<file path="config.mk">
export PLATFORM = sky130hd
export DESIGN_NAME = execution_queue_countdown
export DESIGN_NICKNAME = d
export VERILOG_FILES = /design/src/eqc_pkg.sv /design/src/eqc_slots.sv /design/src/execution_queue_countdown.sv
export SDC_FILE = /design/constraint.sdc
export NUM_CORES = 1
export LEC_CHECK = 0
export BUFFER_PORTS_ARGS = -buffer_cell sky130_fd_sc_hd__buf_2
export CELL_PAD_IN_SITES_DETAIL_PLACEMENT = 0
export CELL_PAD_IN_SITES_GLOBAL_PLACEMENT = 1
export CORE_MARGIN = 3
export CORE_UTILIZATION = 25
export DETAILED_ROUTE_END_ITERATION = 10
export PLACE_DENSITY = 0.53
export SLEW_MARGIN = 20
export SYNTH_ARGS = -nofsm -noshare
export SYNTH_HDL_FRONTEND = slang
export SYNTH_SLANG_ARGS = --single-unit
</file>
<file path="constraint.sdc">
create_clock -name clk -period 9.55 [get_ports clk]
set_input_delay 0 -clock clk [delete_from_list [all_inputs] [get_ports clk]]
set_output_delay 0 -clock clk [all_outputs]
set_load 0.05 [all_outputs]
</file>
<file path="src/eqc_pkg.sv">
// Shared types and constants for the execution queue countdown block.
package eqc_pkg;

  // Table geometry
  localparam int SLOTS = 8;
  localparam int TAG_W = 32;
  localparam int WAIT_W = 16;
  localparam int CFG_IDX_W = 1;
  localparam int CFG_DATA_W = 16;

  // Request codes
  localparam logic [1:0] REQ_INSERT = 2'd0;
  localparam logic [1:0] REQ_TICK   = 2'd1;
  localparam logic [1:0] REQ_REMOVE = 2'd2;
  localparam logic [1:0] REQ_FLUSH  = 2'd3;

  // Operation kinds
  localparam logic [1:0] OP_OTHER = 2'd0;
  localparam logic [1:0] OP_LOAD  = 2'd1;
  localparam logic [1:0] OP_STORE = 2'd2;

  // Error codes
  localparam logic [1:0] ERR_OK   = 2'd0;
  localparam logic [1:0] ERR_FULL = 2'd1;
  localparam logic [1:0] ERR_NONE = 2'd2;

  // Configuration register indexes
  localparam logic [CFG_IDX_W-1:0] CFG_USE_CACHE = 1'd0;
  localparam logic [CFG_IDX_W-1:0] CFG_LOAD_LAT  = 1'd1;

  // Reset value of the load latency register
  localparam logic [WAIT_W-1:0] LOAD_LAT_RESET = 16'd1;

  // Input beat
  typedef struct packed {
    logic [1:0]        req_type;
    logic [TAG_W-1:0]  inst_tag;
    logic [1:0]        op_kind;
    logic [WAIT_W-1:0] cache_latency;
  } item_in_t;

  // Result beat
  typedef struct packed {
    logic              removed_valid;
    logic [TAG_W-1:0]  removed_tag;
    logic [1:0]        error_code;
    logic              any_done;
  } item_out_t;

  // Configuration seen by the slot table
  typedef struct packed {
    logic              use_cache_latency;
    logic [WAIT_W-1:0] load_latency;
  } cfg_t;

endpackage

</file>
<file path="src/eqc_slots.sv">
// Slot table: valid bits, tags and wait counters with the per-request update.
module eqc_slots (
  input  logic              clk,
  input  logic              rst,
  input  logic              go,
  input  eqc_pkg::item_in_t item,
  input  eqc_pkg::cfg_t     cfg,
  output eqc_pkg::item_out_t res
);

  logic [eqc_pkg::SLOTS-1:0]  slot_valid;
  logic [eqc_pkg::SLOTS-1:0]  slot_valid_next;
  logic [eqc_pkg::WAIT_W-1:0] slot_wait [eqc_pkg::SLOTS];
  logic [eqc_pkg::WAIT_W-1:0] slot_wait_next [eqc_pkg::SLOTS];
  logic [eqc_pkg::TAG_W-1:0]  slot_tag [eqc_pkg::SLOTS];
  logic [eqc_pkg::TAG_W-1:0]  slot_tag_next [eqc_pkg::SLOTS];

  logic [eqc_pkg::SLOTS-1:0]  zero_vec;
  logic [eqc_pkg::SLOTS-1:0]  zero_next;
  logic [eqc_pkg::SLOTS-1:0]  free_vec;
  logic [eqc_pkg::SLOTS-1:0]  done_vec;
  logic [eqc_pkg::SLOTS-1:0]  ins_oh;
  logic [eqc_pkg::SLOTS-1:0]  rm_oh;
  logic [eqc_pkg::WAIT_W-1:0] ins_wait;
  logic [eqc_pkg::TAG_W-1:0]  rm_tag;

  // Slot status vectors and lowest-set one-hot picks
  always_comb begin
    for (int i = 0; i < eqc_pkg::SLOTS; i++) begin
      zero_vec[i] = (slot_wait[i] == '0);
    end
    free_vec = ~slot_valid;
    done_vec = slot_valid & zero_vec;
    ins_oh   = free_vec & (~free_vec + eqc_pkg::SLOTS'(1));
    rm_oh    = done_vec & (~done_vec + eqc_pkg::SLOTS'(1));
  end

  // Initial wait of an inserted entry
  always_comb begin
    ins_wait = eqc_pkg::WAIT_W'(1);
    if (cfg.use_cache_latency) begin
      if (item.op_kind == eqc_pkg::OP_LOAD || item.op_kind == eqc_pkg::OP_STORE) begin
        ins_wait = item.cache_latency;
      end
    end else if (item.op_kind == eqc_pkg::OP_LOAD) begin
      ins_wait = cfg.load_latency;
    end
  end

  // Tag of the removed entry, selected by the one-hot pick
  always_comb begin
    rm_tag = '0;
    for (int i = 0; i < eqc_pkg::SLOTS; i++) begin
      rm_tag = rm_tag | (slot_tag[i] & {eqc_pkg::TAG_W{rm_oh[i]}});
    end
  end

  // Next table state and result
  always_comb begin
    slot_valid_next = slot_valid;
    for (int i = 0; i < eqc_pkg::SLOTS; i++) begin
      slot_wait_next[i] = slot_wait[i];
      slot_tag_next[i]  = slot_tag[i];
    end
    res.removed_valid = 1'b0;
    res.removed_tag   = '0;
    res.error_code    = eqc_pkg::ERR_OK;

    unique case (item.req_type)
      eqc_pkg::REQ_INSERT: begin
        if (free_vec == '0) begin
          res.error_code = eqc_pkg::ERR_FULL;
        end else begin
          slot_valid_next = slot_valid | ins_oh;
          for (int i = 0; i < eqc_pkg::SLOTS; i++) begin
            if (ins_oh[i]) begin
              slot_wait_next[i] = ins_wait;
              slot_tag_next[i]  = item.inst_tag;
            end
          end
        end
      end
      eqc_pkg::REQ_TICK: begin
        // Countdown holds at zero
        for (int i = 0; i < eqc_pkg::SLOTS; i++) begin
          if (slot_valid[i] && !zero_vec[i]) begin
            slot_wait_next[i] = slot_wait[i] - eqc_pkg::WAIT_W'(1);
          end
        end
      end
      eqc_pkg::REQ_REMOVE: begin
        if (done_vec == '0) begin
          res.error_code = eqc_pkg::ERR_NONE;
        end else begin
          slot_valid_next   = slot_valid & ~rm_oh;
          res.removed_valid = 1'b1;
          res.removed_tag   = rm_tag;
        end
      end
      eqc_pkg::REQ_FLUSH: begin
        slot_valid_next = '0;
      end
      default: begin
        slot_valid_next = slot_valid;
      end
    endcase

    for (int i = 0; i < eqc_pkg::SLOTS; i++) begin
      zero_next[i] = (slot_wait_next[i] == '0);
    end
    res.any_done = |(slot_valid_next & zero_next);
  end

  // Valid bits are control state; tags and waits are payload
  always_ff @(posedge clk) begin
    if (rst) begin
      slot_valid <= '0;
    end else if (go) begin
      slot_valid <= slot_valid_next;
    end
  end

  always_ff @(posedge clk) begin
    if (go) begin
      for (int i = 0; i < eqc_pkg::SLOTS; i++) begin
        slot_wait[i] <= slot_wait_next[i];
        slot_tag[i]  <= slot_tag_next[i];
      end
    end
  end

endmodule

</file>
<file path="src/execution_queue_countdown.sv">
// Top level of the execution queue countdown: input register, slot table, result register.
//
// Takes one request beat in every cycle (busy stays low) and returns exactly one result
// beat via the input register and then the result register, with result_valid high for a
// single cycle. The block keeps a table of in-flight entries; an insert fills the lowest
// free slot, a tick counts every valid wait down toward zero, a remove frees the lowest
// finished entry, and a flush empties the table. The rate of one request per cycle is set
// by the combinational update of the slot table between the input and result registers.
// Results cannot be held off: the receiver must take each beat in the cycle it appears.
// Configuration writes take effect on the next request and belong in idle periods.
module execution_queue_countdown (
  input  logic                             clk,
  input  logic                             rst,
  input  logic                             start,
  output logic                             busy,
  input  eqc_pkg::item_in_t                item,
  output logic                             result_valid,
  output eqc_pkg::item_out_t               result,
  input  logic                             cfg_we,
  input  logic [eqc_pkg::CFG_IDX_W-1:0]    cfg_index,
  input  logic [eqc_pkg::CFG_DATA_W-1:0]   cfg_data
);

  eqc_pkg::cfg_t      cfg;
  eqc_pkg::item_in_t  item_q;
  logic               item_q_valid;
  eqc_pkg::item_out_t res;

  assign busy = 1'b0;

  // Configuration registers
  always_ff @(posedge clk) begin
    if (rst) begin
      cfg.use_cache_latency <= 1'b0;
      cfg.load_latency      <= eqc_pkg::LOAD_LAT_RESET;
    end else if (cfg_we) begin
      unique case (cfg_index)
        eqc_pkg::CFG_USE_CACHE: cfg.use_cache_latency <= cfg_data[0];
        eqc_pkg::CFG_LOAD_LAT:  cfg.load_latency      <= cfg_data;
        default:                cfg.load_latency      <= cfg.load_latency;
      endcase
    end
  end

  // Input register
  always_ff @(posedge clk) begin
    if (rst) begin
      item_q_valid <= 1'b0;
    end else begin
      item_q_valid <= start && !busy;
    end
  end

  always_ff @(posedge clk) begin
    if (start && !busy) begin
      item_q <= item;
    end
  end

  eqc_slots u_slots (
    .clk  (clk),
    .rst  (rst),
    .go   (item_q_valid),
    .item (item_q),
    .cfg  (cfg),
    .res  (res)
  );

  // Result register
  always_ff @(posedge clk) begin
    if (rst) begin
      result_valid <= 1'b0;
    end else begin
      result_valid <= item_q_valid;
    end
  end

  always_ff @(posedge clk) begin
    if (item_q_valid) begin
      result <= res;
    end
  end

endmodule

</file>
==> impl_metrics.ini <==
[placement]
port-buffer-count = 109
dp_hpwl_mm = 51.18
dp_slack_ns = 4.921
place_congestion = 0.8798

[layout]
seq_area_mm2 = 0.01472
syn2layout_area_growth_pct = 20.16
nets = 2329
fillers = 9637
diodes = 0
multiInputGateArea_mm2 = 0.008766
drive_gt1_share_pct = 12.65

[global_routing]
grt_max_degree = 90
gr-total-overflow = 0
antenna_found_initial = 0
track_usage_pct = 16.75
grt_pass1_wl_mm = 126.3
grt_pass1_vias = 19050

[synth]
synth_top_cell_area_share_pct = 58.99
yosys_warnings = 0
synth_nets = 2152
avgSynthCellArea_um2 = 11.64
syn-cell-area_mm2 = 0.02403
synthTopCellsByArea = edfxtp_1 (59%), nand2_1 (3.5%), dfxtp_1 (2.2%), nor2_1 (2.2%), a21oi_1 (1.9%)
synthesis.instances = 2064
synth_cell_types = 91
ys.flop_type = edfxtp_1
synth-seq-area-share_pct = 61.24
ys_ff_latch = 499
async_flop_share_pct = 0
yosysTopAreaCell = edfxtp_1
synth_edf_count = 472

[worst_setup_path]
crit_fanout = 53
cp-start-kind = flop
crit_path_end_kind = flop
arrival_ns = 5.15
path_class = reg2reg
crit_required_ns = 10.01

[timing]
final.setup.worst_slack_ns = 4.854
finClkSkew_ns = 0.03429
max_freq_mhz = 213.0
setup_violations = 0
worstMarginPinSlew_ns = 0.9979
fin_crit_ns = 4.696
hold_viol_final = 0
setup-tns-final_ns = 0
rsz0062_at_grt = no
finalCritPeriodShare_pct = 49.17
timing.final.max_slew_violations = 0
relSlewSlack_pct = 32.86

[power_and_ir_drop]
clkPwrFrac_pct = 42.6
sw_frac_of_total_pct = 25.07
power_frac_seq_pct = 50.5
combPwrFrac_pct = 7.0
p_leak_nw = 9.070
p_sw_mw = 1.269
power_per_cell_area_mw_per_mm2 = 175.3
vdd_drop_max_v = 0.0001461
p_int_mw = 3.793

[drt]
drc = 0
via_per_inst = 5.386
wl_per_cell_um = 24.00
dr.pass1.iters = 6
drt_wl_total_mm = 85.35
antenna_left = 0
vias = 19160
drt-initial-drc-count = 1863

[clocking]
root_buffer = clkbuf_16
path_clk_slew_ns = 0.06
cts_tree = yes
htreeDepth = 2
cts_sinks = 499
clkLatencyLatePin_ns = 0.65
cts_buffers = 59
cts_buffer_depth = 3

[die]
core_mm2 = 0.09515
row_count = 113
die_h_um = 316.0
die_x_um = 316.0
die_area_mm2 = 0.09986
pin_count = 111
start_util_pct = 25.25

[run]
maxCapViolCount = 0

[run_status]
status = complete, no violations

[min_path]
hold_class = in2reg
[logic make-up after synthesis]
kind of cell,Yosys count,synth area share [%]
xor gates and xnor gates,3,0.1094
DFF,499,61.24
muxes,19,0.8019
and+or+nand+nor,806,17.36
buffers and inverters,171,2.697
adders and majority gates,15,0.7811
other,1,0.01561
AOI/OAI and AO/OA,550,16.99
[sequential cells by signal, summed over array words and instances (netlist names)]
register,cells
cfg,17
item_q,52
item_q_valid,1
result,36
result_valid,1
u_slots.slot_tag,256
u_slots.slot_valid,8
u_slots.slot_wait,128
[cells in the mapped netlist, drive strengths merged (15+ instances only)]
| cell type | count |
|---|---|
| a22oi | 17 |
| inv | 39 |
| dfxtp | 27 |
| a21oi | 91 |
| clkbuf | 114 |
| nand3 | 86 |
| buf | 18 |
| a31oi | 51 |
| o211ai | 24 |
| and2 | 16 |
| a221o | 40 |
| or4 | 30 |
| nand2 | 226 |
| nor4 | 48 |
| nor2 | 142 |
| nand4 | 26 |
| mux2i | 17 |
| edfxtp | 472 |
| o311ai | 15 |
| a221oi | 34 |
| a211oi | 20 |
| o21ai | 63 |
| nor3 | 78 |
| or3 | 36 |
| ha | 15 |
| nor2b | 17 |
[what timing repair did]
| item | CTS | global route |
|---|---|---|
| hold buffers | 86 | 0 |
| endpoints found under the setup margin | 0 | 0 |
| endpoints found under the hold margin | 91 | 0 |
| buffers inserted | 0 | 0 |
| gates resized for setup | 0 | 0 |
[through the flow]
stage / instance area [um^2] / utilization (%) / cells / total power [mW] / hold WS (ns)
global route: 28870 / 30.34 / 3557 / 5.249 / 0.04195
floorplan: 24030 / - / 2064 / 2.772 / 0.09887
finish: 28870 / 30.34 / 3557 / 5.062 / 0.04029
CTS: 28870 / 30.34 / 3557 / 5.120 / 0.007490
detailed placement: 26170 / 27.50 / 3359 / 2.924 / 0.1781
global placement: 26170 / 27.50 / 3359 / 2.921 / 0.1774
[area by class of cell]
type,count,share of cell area (%)
clock buffer,70,5.257
clock inverter,42,1.122
inverter,39,0.5070
multi-input combinational,1394,30.36
sequential,499,50.98
tap,1265,5.482
timing repair buffer,248,6.293
[final timing paths]
check	from	endpoint	slack (ns)	depth (start not counted)
worst min register to register	cfg[11]$_SDFFE_PP0P_	cfg[11]$_SDFFE_PP0P_	0.45	2
worst max register to register	item_q[50]$_DFFE_PP_	result[0]$_DFFE_PP_	4.85	12
worst max-delay path	item_q[50]$_DFFE_PP_	result[0]$_DFFE_PP_	4.85	12
worst min-delay path	cfg_we	cfg[1]$_SDFFE_PP0P_	0.04	4
[power by group through the flow]
| stage | logic, mW | clock network, mW | registers [mW] |
|---|---|---|---|
| 2_1_floorplan | 0.184 | 0 | 2.59 |
| 3_3_place_gp | 0.325 | 0 | 2.60 |
| 3_5_place_dp | 0.326 | 0 | 2.60 |
| 4_1_cts | 0.354 | 2.21 | 2.55 |
| 5_1_grt | 0.382 | 2.30 | 2.56 |
| 6_report | 0.354 | 2.15 | 2.55 |
[routing by layer]
layer | global-route usage [%] | vias to the layer above | wire length [um]
li1 | - | 8671 | -
met1 | 22.70 | 9631 | 37980
met5 | 0 | - | 0
met4 | 5.666 | 0 | 2895
met2 | 27.36 | 702 | 39550
met3 | 2.562 | 154 | 4927
[placed cells by master, fill, tap and decap left out, types with 38 or more instances in the layout]
| master | Yosys | final |
|---|---|---|
| nor3_1 | 78 | 76 |
| nor2_1 | 142 | 134 |
| inv_1 | 38 | 38 |
| buf_2 | 2 | 109 |
| nor4_1 | 45 | 44 |
| o21ai_0 | 61 | 60 |
| a31oi_1 | 51 | 51 |
| nand3_1 | 86 | 85 |
| edfxtp_1 | 472 | 472 |
| a21oi_1 | 91 | 91 |
| dlygate4sd3_1 | 0 | 86 |
| a221o_1 | 40 | 40 |
| nand2_1 | 226 | 226 |
| clkbuf_16 | 0 | 59 |
| buf_4 | 1 | 52 |
[worst max-delay path, cell delays in order, from the launching register on]
cell and delay (ns):
edfxtp_1 0.34, buf_4 0.45, buf_4 0.65, nand2b_2 0.16, buf_4 0.38, or4_1 0.57, o211ai_1 0.15, o311ai_0 0.18
or4_1 0.54, or4_1 0.47, and4bb_1 0.33, nor4_1 0.07, o311ai_1 0.12
(Power assumes the default switching activity.)
